$ cat src/rtl/dpmr_hid_pkg.sv
// Shared types, constants and constant tables for the dPMR header ID decoder.
// No dependencies; imported by every module of the block.
`default_nettype none

package dpmr_hid_pkg;

  // Frame and text layout
  localparam int unsigned FrameW   = 48;
  localparam int unsigned CrcW     = 7;
  localparam int unsigned CrcBits  = 41;
  localparam int unsigned IdPartW  = 12;
  localparam int unsigned AddrW    = 24;
  localparam int unsigned TextW    = 56;
  localparam logic [CrcW-1:0] CrcPoly = 7'h09;

  // Address split: addr = quo * 14641 + rem, quo < 1146, rem < 14641
  localparam int unsigned DivHi      = 14641;
  localparam int unsigned HiShift    = 38;
  localparam int unsigned QuoW       = 11;
  localparam int unsigned RemW       = 14;
  localparam logic [24:0] RecipHi    =
    25'(((64'd1 << HiShift) + 64'(DivHi) - 64'd1) / 64'(DivHi));

  // Hundreds digit of quo: quo / 100
  localparam int unsigned DivHund    = 100;
  localparam int unsigned HundShift  = 18;
  localparam logic [11:0] RecipHund  =
    12'(((64'd1 << HundShift) + 64'(DivHund) - 64'd1) / 64'(DivHund));

  // Upper base-11 pair of rem: rem / 121
  localparam int unsigned DivSq      = 121;
  localparam int unsigned SqShift    = 21;
  localparam logic [14:0] RecipSq    =
    15'(((64'd1 << SqShift) + 64'(DivSq) - 64'd1) / 64'(DivSq));

  // Character codes
  localparam logic [7:0] CharZero = 8'h30;
  localparam logic [7:0] CharStar = 8'h2A;
  localparam logic [3:0] DigitTen = 4'd10;

  typedef logic [AddrW-1:0] addr_t;
  typedef logic [TextW-1:0] text_t;

  typedef enum logic [1:0] {
    PartCalled  = 2'd0,
    PartCalling = 2'd1,
    PartUnknown = 2'd2
  } part_kind_e;

  typedef enum logic [1:0] {
    HalfUnknown = 2'd0,
    HalfCalled  = 2'd1,
    HalfCalling = 2'd2
  } half_e;

  // Per-frame check results
  typedef struct packed {
    logic                crc_ok;
    logic                usable;
    logic                good;
    logic [1:0]          fnum;
    logic [IdPartW-1:0]  id_part;
  } frame_info_t;

  // Per-word side information carried alongside the radix pipeline
  typedef struct packed {
    part_kind_e  kind;
    logic        id_good;
    logic [1:0]  crc;
    logic [3:0]  fnum;
  } meta_t;

  // CRC is linear: column b is the remainder left by a lone one in received bit b
  function automatic logic [CrcBits-1:0][CrcW-1:0] build_crc_cols();
    logic [CrcBits-1:0][CrcW-1:0] cols;
    logic [CrcW-1:0]              r;
    logic                         fb;
    for (int b = 0; b < CrcBits; b++) begin
      r = '0;
      for (int i = 0; i < CrcBits; i++) begin
        fb = r[CrcW-1] ^ (i == b);
        r  = {r[CrcW-2:0], 1'b0};
        if (fb) begin
          r = r ^ CrcPoly;
        end
      end
      cols[b] = r;
    end
    return cols;
  endfunction

  localparam logic [CrcBits-1:0][CrcW-1:0] CrcCols = build_crc_cols();

  // Two decimal digits {tens, ones} of a 7-bit value
  function automatic logic [127:0][7:0] build_dec_split();
    logic [127:0][7:0] t;
    for (int i = 0; i < 128; i++) begin
      t[i] = {4'(i / 10), 4'(i % 10)};
    end
    return t;
  endfunction

  // Two base-11 digits {high, low} of a 7-bit value
  function automatic logic [127:0][7:0] build_b11_split();
    logic [127:0][7:0] t;
    for (int i = 0; i < 128; i++) begin
      t[i] = {4'(i / 11), 4'(i % 11)};
    end
    return t;
  endfunction

  localparam logic [127:0][7:0] DecSplit = build_dec_split();
  localparam logic [127:0][7:0] B11Split = build_b11_split();

  // Digit to ASCII: ten shows as '*', others as '0' + digit
  function automatic logic [7:0] digit_char(input logic [3:0] d);
    logic [7:0] c;
    if (d == DigitTen) begin
      c = CharStar;
    end else begin
      c = CharZero + {4'b0000, d};
    end
    return c;
  endfunction

endpackage

`default_nettype wire

$ cat src/rtl/dpmr_hid_frame_chk.sv
// Per-frame check: CRC-7 over received bits 0..40, frame number, ID bits.
// Depends on dpmr_hid_pkg.
`default_nettype none

module dpmr_hid_frame_chk (
  input  logic [47:0]               frame_i,
  input  logic [1:0]                cw_ok_i,
  output dpmr_hid_pkg::frame_info_t info_o
);
  import dpmr_hid_pkg::*;

  logic [CrcW-1:0] crc_calc;
  logic            crc_ok;

  // XOR of the column of every set data bit; received bit b is frame bit 47-b
  always_comb begin
    crc_calc = '0;
    for (int b = 0; b < CrcBits; b++) begin
      if (frame_i[FrameW-1-b]) begin
        crc_calc = crc_calc ^ CrcCols[b];
      end
    end
  end

  assign crc_ok = (crc_calc == frame_i[CrcW-1:0]);

  assign info_o.crc_ok  = crc_ok;
  assign info_o.usable  = crc_ok | cw_ok_i[1];
  assign info_o.good    = crc_ok | (cw_ok_i == 2'b11);
  assign info_o.fnum    = frame_i[47:46];
  assign info_o.id_part = frame_i[45:34];

endmodule

`default_nettype wire

$ cat src/rtl/dpmr_hid_radix.sv
// Address to seven ASCII digits, mixed radix (10,10,11,11,11,11 steps).
// Three register stages of reciprocal multiplies and small tables; uses dpmr_hid_pkg.
`default_nettype none

module dpmr_hid_radix (
  input  logic                clk_i,
  input  logic                adv_i,
  input  dpmr_hid_pkg::addr_t addr_i,
  output dpmr_hid_pkg::text_t text_o
);
  import dpmr_hid_pkg::*;

  // Stage 1 (combinational on input): quo = addr / 14641
  logic [48:0]     s1_prod;
  logic [QuoW-1:0] s1_quo;

  assign s1_prod = 49'(addr_i) * 49'(RecipHi);
  assign s1_quo  = s1_prod[HiShift +: QuoW];

  // Stage 2: rem = addr - quo * 14641, hundreds digit = quo / 100
  addr_t           s2_addr_q;
  logic [QuoW-1:0] s2_quo_q;
  logic [24:0]     s2_back;
  logic [23:0]     s2_diff;
  logic [RemW-1:0] s2_rem;
  logic [22:0]     s2_hprod;
  logic [3:0]      s2_d0;

  assign s2_back  = 25'(s2_quo_q) * 25'(DivHi);
  assign s2_diff  = s2_addr_q - s2_back[23:0];
  assign s2_rem   = s2_diff[RemW-1:0];
  assign s2_hprod = 23'(s2_quo_q) * 23'(RecipHund);
  assign s2_d0    = s2_hprod[HundShift +: 4];

  // Stage 3: low two decimals of quo, and rem / 121
  logic [RemW-1:0] s3_rem_q;
  logic [QuoW-1:0] s3_quo_q;
  logic [3:0]      s3_d0_q;
  logic [QuoW-1:0] s3_back;
  logic [QuoW-1:0] s3_diff;
  logic [6:0]      s3_lowq;
  logic [28:0]     s3_pprod;
  logic [6:0]      s3_pair;

  assign s3_back  = 11'(s3_d0_q) * 11'(DivHund);
  assign s3_diff  = s3_quo_q - s3_back;
  assign s3_lowq  = s3_diff[6:0];
  assign s3_pprod = 29'(s3_rem_q) * 29'(RecipSq);
  assign s3_pair  = s3_pprod[SqShift +: 7];

  // Stage 4: rem % 121, table lookups, characters
  logic [RemW-1:0] s4_rem_q;
  logic [3:0]      s4_d0_q;
  logic [6:0]      s4_lowq_q;
  logic [6:0]      s4_pair_q;
  logic [RemW-1:0] s4_back;
  logic [RemW-1:0] s4_diff;
  logic [6:0]      s4_low;
  logic [7:0]      s4_dec;
  logic [7:0]      s4_hi11;
  logic [7:0]      s4_lo11;

  assign s4_back = 14'(s4_pair_q) * 14'(DivSq);
  assign s4_diff = s4_rem_q - s4_back;
  assign s4_low  = s4_diff[6:0];
  assign s4_dec  = DecSplit[s4_lowq_q];
  assign s4_hi11 = B11Split[s4_pair_q];
  assign s4_lo11 = B11Split[s4_low];

  assign text_o = {digit_char(s4_d0_q),
                   digit_char(s4_dec[7:4]),  digit_char(s4_dec[3:0]),
                   digit_char(s4_hi11[7:4]), digit_char(s4_hi11[3:0]),
                   digit_char(s4_lo11[7:4]), digit_char(s4_lo11[3:0])};

  // Stage registers, payload only
  always_ff @(posedge clk_i) begin
    if (adv_i) begin
      s2_addr_q <= addr_i;
      s2_quo_q  <= s1_quo;
      s3_rem_q  <= s2_rem;
      s3_quo_q  <= s2_quo_q;
      s3_d0_q   <= s2_d0;
      s4_rem_q  <= s3_rem_q;
      s4_d0_q   <= s3_d0_q;
      s4_lowq_q <= s3_lowq;
      s4_pair_q <= s3_pair;
    end
  end

endmodule

`default_nettype wire

$ cat src/rtl/dpmr_hid_frame_chk_pair.sv
// Checks both frames of a header pair and builds the 24-bit address.
// Depends on dpmr_hid_pkg and dpmr_hid_frame_chk.
`default_nettype none

module dpmr_hid_frame_chk_pair (
  input  logic [47:0]               first_i,
  input  logic [47:0]               second_i,
  input  logic [1:0]                ok_first_i,
  input  logic [1:0]                ok_second_i,
  output dpmr_hid_pkg::addr_t       addr_o,
  output dpmr_hid_pkg::meta_t       meta_o
);
  import dpmr_hid_pkg::*;

  frame_info_t info0;
  frame_info_t info1;
  logic        is_called;
  logic        is_calling;

  dpmr_hid_frame_chk u_chk0 (
    .frame_i (first_i),
    .cw_ok_i (ok_first_i),
    .info_o  (info0)
  );

  dpmr_hid_frame_chk u_chk1 (
    .frame_i (second_i),
    .cw_ok_i (ok_second_i),
    .info_o  (info1)
  );

  assign addr_o = {info0.id_part, info1.id_part};

  // Half selection: called takes priority over calling
  assign is_called  = (info0.usable && (info0.fnum == 2'd0)) ||
                      (info1.usable && (info1.fnum == 2'd1));
  assign is_calling = (info0.usable && (info0.fnum == 2'd2)) ||
                      (info1.usable && (info1.fnum == 2'd3));

  always_comb begin
    meta_o.id_good = info0.good & info1.good;
    meta_o.crc     = {info0.crc_ok, info1.crc_ok};
    meta_o.fnum    = {info0.fnum, info1.fnum};
    if (is_called) begin
      meta_o.kind = PartCalled;
    end else if (is_calling) begin
      meta_o.kind = PartCalling;
    end else begin
      meta_o.kind = PartUnknown;
    end
  end

endmodule

`default_nettype wire

$ cat src/rtl/dpmr_cch_header_id_decoder_top.sv
// Top level of the dPMR control-channel header ID decoder.
// Depends on dpmr_hid_pkg, dpmr_hid_frame_chk_pair and dpmr_hid_radix.
//
//   channel | handshake              | word
//   --------+------------------------+--------------------------------------------
//   in      | in_valid_i, in_stall_o | cch_first/second_i, codeword_ok_first/second_i
//   out     | out_valid_o,out_stall_i| part_kind, flags, texts, expected_half, crc, fnum
//
// One word per cycle unless a stalled result holds the stages; out_valid_o rises
// after the input register, three radix-conversion stages and the result register.
// The stages move together; a stalled result holds every stage and raises in_stall_o.
// Reset clears the stage valid bits, both ID texts, their flags and the expected half.
`default_nettype none

module dpmr_cch_header_id_decoder_top (
  input  logic        clk_i,
  input  logic        rst_ni,
  input  logic        in_valid_i,
  output logic        in_stall_o,
  input  logic [47:0] cch_first_i,
  input  logic [47:0] cch_second_i,
  input  logic [1:0]  codeword_ok_first_i,
  input  logic [1:0]  codeword_ok_second_i,
  output logic        out_valid_o,
  input  logic        out_stall_i,
  output logic [1:0]  part_kind_o,
  output logic        called_valid_o,
  output logic        calling_valid_o,
  output logic [55:0] called_text_o,
  output logic [55:0] calling_text_o,
  output logic [1:0]  expected_half_o,
  output logic [1:0]  crc_flags_o,
  output logic [3:0]  frame_numbers_o
);
  import dpmr_hid_pkg::*;

  // Pipeline advance: everything moves unless a held result is stalled
  logic adv;
  logic out_valid_q;

  assign adv        = ~(out_valid_q & out_stall_i);
  assign in_stall_o = ~adv;

  // Input register
  logic [47:0] s1_first_q;
  logic [47:0] s1_second_q;
  logic [1:0]  s1_ok0_q;
  logic [1:0]  s1_ok1_q;
  logic [3:0]  vld_q;          // stages 1..4 valid

  addr_t s1_addr;
  meta_t s1_meta;
  meta_t s2_meta_q;
  meta_t s3_meta_q;
  meta_t s4_meta_q;
  text_t s4_text;

  dpmr_hid_frame_chk_pair u_chk (
    .first_i     (s1_first_q),
    .second_i    (s1_second_q),
    .ok_first_i  (s1_ok0_q),
    .ok_second_i (s1_ok1_q),
    .addr_o      (s1_addr),
    .meta_o      (s1_meta)
  );

  dpmr_hid_radix u_radix (
    .clk_i  (clk_i),
    .adv_i  (adv),
    .addr_i (s1_addr),
    .text_o (s4_text)
  );

  // Payload stages
  always_ff @(posedge clk_i) begin
    if (adv) begin
      s1_first_q  <= cch_first_i;
      s1_second_q <= cch_second_i;
      s1_ok0_q    <= codeword_ok_first_i;
      s1_ok1_q    <= codeword_ok_second_i;
      s2_meta_q   <= s1_meta;
      s3_meta_q   <= s2_meta_q;
      s4_meta_q   <= s3_meta_q;
    end
  end

  // Stage valid bits
  always_ff @(posedge clk_i or negedge rst_ni) begin
    if (!rst_ni) begin
      vld_q       <= '0;
      out_valid_q <= 1'b0;
    end else if (adv) begin
      vld_q       <= {vld_q[2:0], in_valid_i};
      out_valid_q <= vld_q[3];
    end
  end

  // Result register: per-word fields
  part_kind_e kind_q;
  logic [1:0] crc_q;
  logic [3:0] fnum_q;

  always_ff @(posedge clk_i) begin
    if (adv && vld_q[3]) begin
      kind_q <= s4_meta_q.kind;
      crc_q  <= s4_meta_q.crc;
      fnum_q <= s4_meta_q.fnum;
    end
  end

  // Decoder state, updated as each word leaves stage 4
  text_t called_text_q;
  text_t calling_text_q;
  logic  called_ok_q;
  logic  calling_ok_q;
  half_e half_q;

  always_ff @(posedge clk_i or negedge rst_ni) begin
    if (!rst_ni) begin
      called_text_q  <= '0;
      calling_text_q <= '0;
      called_ok_q    <= 1'b0;
      calling_ok_q   <= 1'b0;
      half_q         <= HalfUnknown;
    end else if (adv && vld_q[3]) begin
      case (s4_meta_q.kind)
        PartCalled: begin
          called_text_q <= s4_text;
          called_ok_q   <= s4_meta_q.id_good;
          half_q        <= HalfCalling;
        end
        PartCalling: begin
          calling_text_q <= s4_text;
          calling_ok_q   <= s4_meta_q.id_good;
          half_q         <= HalfCalled;
        end
        default: begin
          called_ok_q  <= 1'b0;
          calling_ok_q <= 1'b0;
          case (half_q)
            HalfCalled:  half_q <= HalfCalling;
            HalfCalling: half_q <= HalfCalled;
            default:     half_q <= HalfUnknown;
          endcase
        end
      endcase
    end
  end

  // Outputs
  assign out_valid_o     = out_valid_q;
  assign part_kind_o     = kind_q;
  assign called_valid_o  = called_ok_q;
  assign calling_valid_o = calling_ok_q;
  assign called_text_o   = called_text_q;
  assign calling_text_o  = calling_text_q;
  assign expected_half_o = half_q;
  assign crc_flags_o     = crc_q;
  assign frame_numbers_o = fnum_q;

endmodule

`default_nettype wire

$ cat config.mk
export PLATFORM = sky130hd
export DESIGN_NAME = dpmr_cch_header_id_decoder_top
export DESIGN_NICKNAME = d
export VERILOG_FILES = /design/src/rtl/dpmr_hid_pkg.sv /design/src/rtl/dpmr_hid_frame_chk.sv /design/src/rtl/dpmr_hid_radix.sv /design/src/rtl/dpmr_hid_frame_chk_pair.sv /design/src/rtl/dpmr_cch_header_id_decoder_top.sv
export SDC_FILE = /design/constraint.sdc
export NUM_CORES = 2
export LEC_CHECK = 0
export BUFFER_PORTS_ARGS = -buffer_cell sky130_fd_sc_hd__buf_4
export CAP_MARGIN = 30
export CELL_PAD_IN_SITES_DETAIL_PLACEMENT = 1
export CELL_PAD_IN_SITES_GLOBAL_PLACEMENT = 2
export CORE_ASPECT_RATIO = 0.7
export CORE_UTILIZATION = 35
export DETAILED_ROUTE_END_ITERATION = 12
export GPL_ROUTABILITY_DRIVEN = 0
export PLACE_DENSITY = 0.7
export SYNTH_ARGS = -nofsm -noshare
export SYNTH_HDL_FRONTEND = slang
export SYNTH_HIERARCHICAL = 1
export SYNTH_SLANG_ARGS = --single-unit
$ cat constraint.sdc
create_clock -name clk_i -period 6.15 [get_ports clk_i]
set_input_delay 1.23 -clock clk_i [delete_from_list [all_inputs] [get_ports clk_i]]
set_output_delay 1.23 -clock clk_i [all_outputs]
set_load 0.1 [all_outputs]
==> metrics <==
kind of end point of the critical path=flop; die height=255 um; Clock H-tree levels=2; worst clock skew=roughly 0.017 ns; CTS tree=done; CTS Root Cell=clkbuf_16; status=finished, violations left; global-route congestion overflow total=0; area share of the leading cell type in the synthesized netlist=0.197; clock buffers created by TritonCTS=38; proportion of register bits with asynchronous set or reset after synthesis=0.349; clock latency on the worst-skew pair=0.57 ns; RSZ-0062 raised after global routing=yes; global-route wire length before repair=134,000 um; mean post-synth cell area=roughly 12 um^2; number of buffers inserted for hold repair after clock tree synthesis=0; ranking of synthesized cells by area=edfxtp_1 20%, ha_1 19%, fa_1 17%; # diodes=0; most frequent cell on the critical path=fa_1; detailed-route via count=21.3k; grt peak-use layer=met2; flip-flop and latch count after synthesis=347; final count of negative-setup-slack endpoints=6; share of final-layout standard cells stronger than drive strength 1=0.256; violations in the final reports=negative setup slack; slowest stage cell, crit path=fa_1; number of I/O pins=230; remaining routing DRC violations=0; number of synthesized flops with an enable pin=210; pin count of the biggest net entering global routing=72; share of synthesized area occupied by flip-flops and latches=0.302; data required time at the worst endpoint=about 6.5 ns; Detail Route Antenna Nets=0; fraction of the cycle the final worst path needs=1.04; commonest cells in the synthesized netlist=499 x inv_1, 490 x ha_1, 277 x fa_1; total standard cell area after synthesis=32,000 um^2; Worst slew margin=0.388; Clock Pin Slew Worst Setup and Hold Paths=0.06 ns; gate count of the mapped netlist=2,759; Detail Placement HPWL=71,000 um; total buffers and inverters traversed by the critical path=6; number of endpoints with negative hold slack in the final report=0; area of the core region=90,200 um^2; Least-Margin Pin Slew=0.918 ns; filler cell count=a little under 10k; DIE AREA=between 90,000 and 100,000 um^2; number of sinks on the clock net=347; worst hold-check path type=reg2reg; GR Layer Usage met2=0.297; number of violations of the max-capacitance limit=0; Non-Filler Cell Area, Final=38,500 um^2; number of buffers between clock root and the deepest sink=3; cell depth of the worst setup path=24; setup slack after layout=-0.254 ns; Area Overhead vs Synth=20.3%; total number of yosys warnings=6; min Tclk post-route=6.40 ns; met3 capacity usage during global routing=0.0287; number of placement rows=92; router iterations before antenna repair=5; count of buffers from port buffering=229; Total GRT Usage=0.186; type of origin of the critical path=flop; Final Max Slew Viols=0; die width=~360 um; initial antenna violation count=1; DR WL/cell=19.8 um; library cells used by synthesis=95; worst hold path depth=0; CP arrival=6.70 ns; biggest cell delay along the critical path=0.58 ns; vias in the first global route=23.3k; post-detailed-route via-to-cell ratio=~4.8; Worst Reg-to-Reg Cells=24; Placement Cell Area=roughly 36,000 um^2; cell chain of the critical path=fa_1 > inv_1 > fa_1 > inv_2 > ha_4 > inv_2 > fa_1 > fa_2 > fa_2 > inv_1 > fa_1 > ha_2 > nand4_1 > o22ai_2 > nor3_2 > nand4_1 > a31oi_2 > buf_4 > o21ai_4 > a221oi_2 > buf_4 > o21ai_2 > o41ai_2 > xnor2_1; most repeated cell in the gate-level netlist after synthesis=inv_1; top achievable clock speed=156 MHz; Crit Path Category=reg2reg; area leader, netlist=edfxtp_1; cell type group with the largest total delay on the critical path=adder cells; iteration-0 DRC count of the detailed router=1,054; top fanout value on the critical path=2; starting density of the core=0.354; commonest register cell after synthesis=edfxtp_1; NumNets Final=4,046; final wirelength=about 87,000 um; met1 Use GR=0.269
[stage by stage]
step | cells | setup WS, ns | TNS, ns | hold slack (ns) | utilization
after global routing | 4425 | -0.475 | -3.56 | 0.425 | 0.426
after global placement | 4316 | -0.323 | -1.56 | 0.404 | 0.402
after floorplan | 2778 | -0.0687 | -0.0687 | 0.400 | -
after detailed placement | 4321 | -0.449 | -2.74 | 0.405 | 0.402
after CTS | 4400 | -0.274 | -1.47 | 0.420 | 0.419
final | 4425 | -0.254 | -1.19 | 0.418 | 0.426
[worst paths after layout]
path,startpoint,endpoint,slack (ns)
max,s1_second_q[38]$_DFFE_PN_,u_radix/s2_quo_q[10]$_DFFE_PP_,-0.25
min,s4_meta_q[4]$_DFFE_PN_,crc_flags_o[0]$_DFFE_PP_,0.42
max reg2reg,s1_second_q[38]$_DFFE_PN_,u_radix/s2_quo_q[10]$_DFFE_PP_,-0.25
min reg2reg,s4_meta_q[4]$_DFFE_PN_,crc_flags_o[0]$_DFFE_PP_,0.42
max in group asynchronous,rst_ni,out_valid_o$_DFFE_PN0N_,4.07
min in group asynchronous,rst_ni,calling_text_o[12]$_DFFE_PN0P_,0.71
[routing by layer]
layer  vias to the layer above  share of wire
li1                      10100              -
met1                     10800           0.48
met2                       306           0.47
met3                        76          0.037
met4                         2          0.014
met5                         -        0.00017
[cells in the final DEF, fill, tap and decap left out, types with 13 or more instances in the layout]
master,count
dfrtp_1,121
edfxtp_1,210
a21o_1,26
xor2_1,42
and3_1,15
clkbuf_16,42
inv_2,17
o211ai_1,18
o21a_1,13
o21ai_0,54
xnor2_1,126
nor3_1,23
mux2_2,79
a21oi_1,75
inv_1,483
fa_1,270
nor2_1,56
xnor3_1,22
nand3_1,46
mux2_4,40
nand2_1,85
buf_4,461
a31oi_1,13
ha_4,15
dfxtp_1,16
conb_1,21
ha_1,469
buf_6,14
[layout make-up]
class	count	area, um^2	share of cell area
Inverter	503	1890	0.0492
Clock inverter	14	90.1	0.00234
Tap cell	1222	1530	0.0398
Clock buffer	54	1120	0.0290
Sequential cell	347	9650	0.251
Timing Repair Buffer	485	3800	0.0989
Multi-Input combinational cell	1800	20400	0.530
[cell families (layout without fill, tap and decap cells)]
logic type / Yosys count / after routing / share of synthesized area
AO/OA/AOI/OAI: 344 / 344 / 0.0721
XOR/XNOR: 209 / 209 / 0.0717
adder cells (fa/ha/maj): 767 / 767 / 0.365
buffers and inverters: 631 / 1056 / 0.0833
flip-flops: 347 / 347 / 0.302
multiplexers: 136 / 136 / 0.0539
other: 2 / 21 / 0.000235
AND/OR/NAND/NOR: 323 / 323 / 0.0514
[worst reg2reg max path: stages, from the launching register on]
cell      delay (ns)
edfxtp_1        0.42
fa_1            0.58
inv_1           0.06
fa_1            0.50
inv_2           0.07
ha_4            0.26
inv_2           0.03
fa_1            0.57
fa_2            0.44
fa_2            0.53
inv_1           0.05
fa_1            0.48
ha_2            0.27
nand4_1         0.12
o22ai_2         0.11
nor3_2          0.16
nand4_1         0.12
a31oi_2         0.25
buf_4           0.17
o21ai_4         0.06
a221oi_2        0.28
buf_4           0.17
o21ai_2         0.06
o41ai_2         0.24
xnor2_1         0.13
[registers in the layout, indices dropped and copies added, names as in the netlist, 4 cells and up]
name / count
u_radix/s3_rem_q: 14
u_radix/s4_rem_q: 7
calling_text_o: 56
u_radix/s3_d0_q: 4
s4_meta_q: 9
u_radix/s4_dec: 8
u_radix/s2_quo_q: 11
u_radix/s3_quo_q: 7
s3_meta_q: 9
u_radix/s4_pair_q: 7
u_radix/s4_d0_q: 4
s1_first_q: 48
u_radix/s4_lowq_q: 7
u_radix/s2_addr_q: 14
s2_meta_q: 9
frame_numbers_o: 4
vld_q: 4
called_text_o: 56
u_radix/s4_hi11: 8
s1_second_q: 48
[repair_timing]
action,4_1_cts,5_1_grt
setup endpoints to repair,17,18
setup buffers,11,25
gates resized for setup,41,118
pin swaps,30,72
hold endpoints to repair,0,0
Power is left out: the tool's default activity adds up to more than one toggle a clock period on the data nets, which glitch-free logic cannot reach.
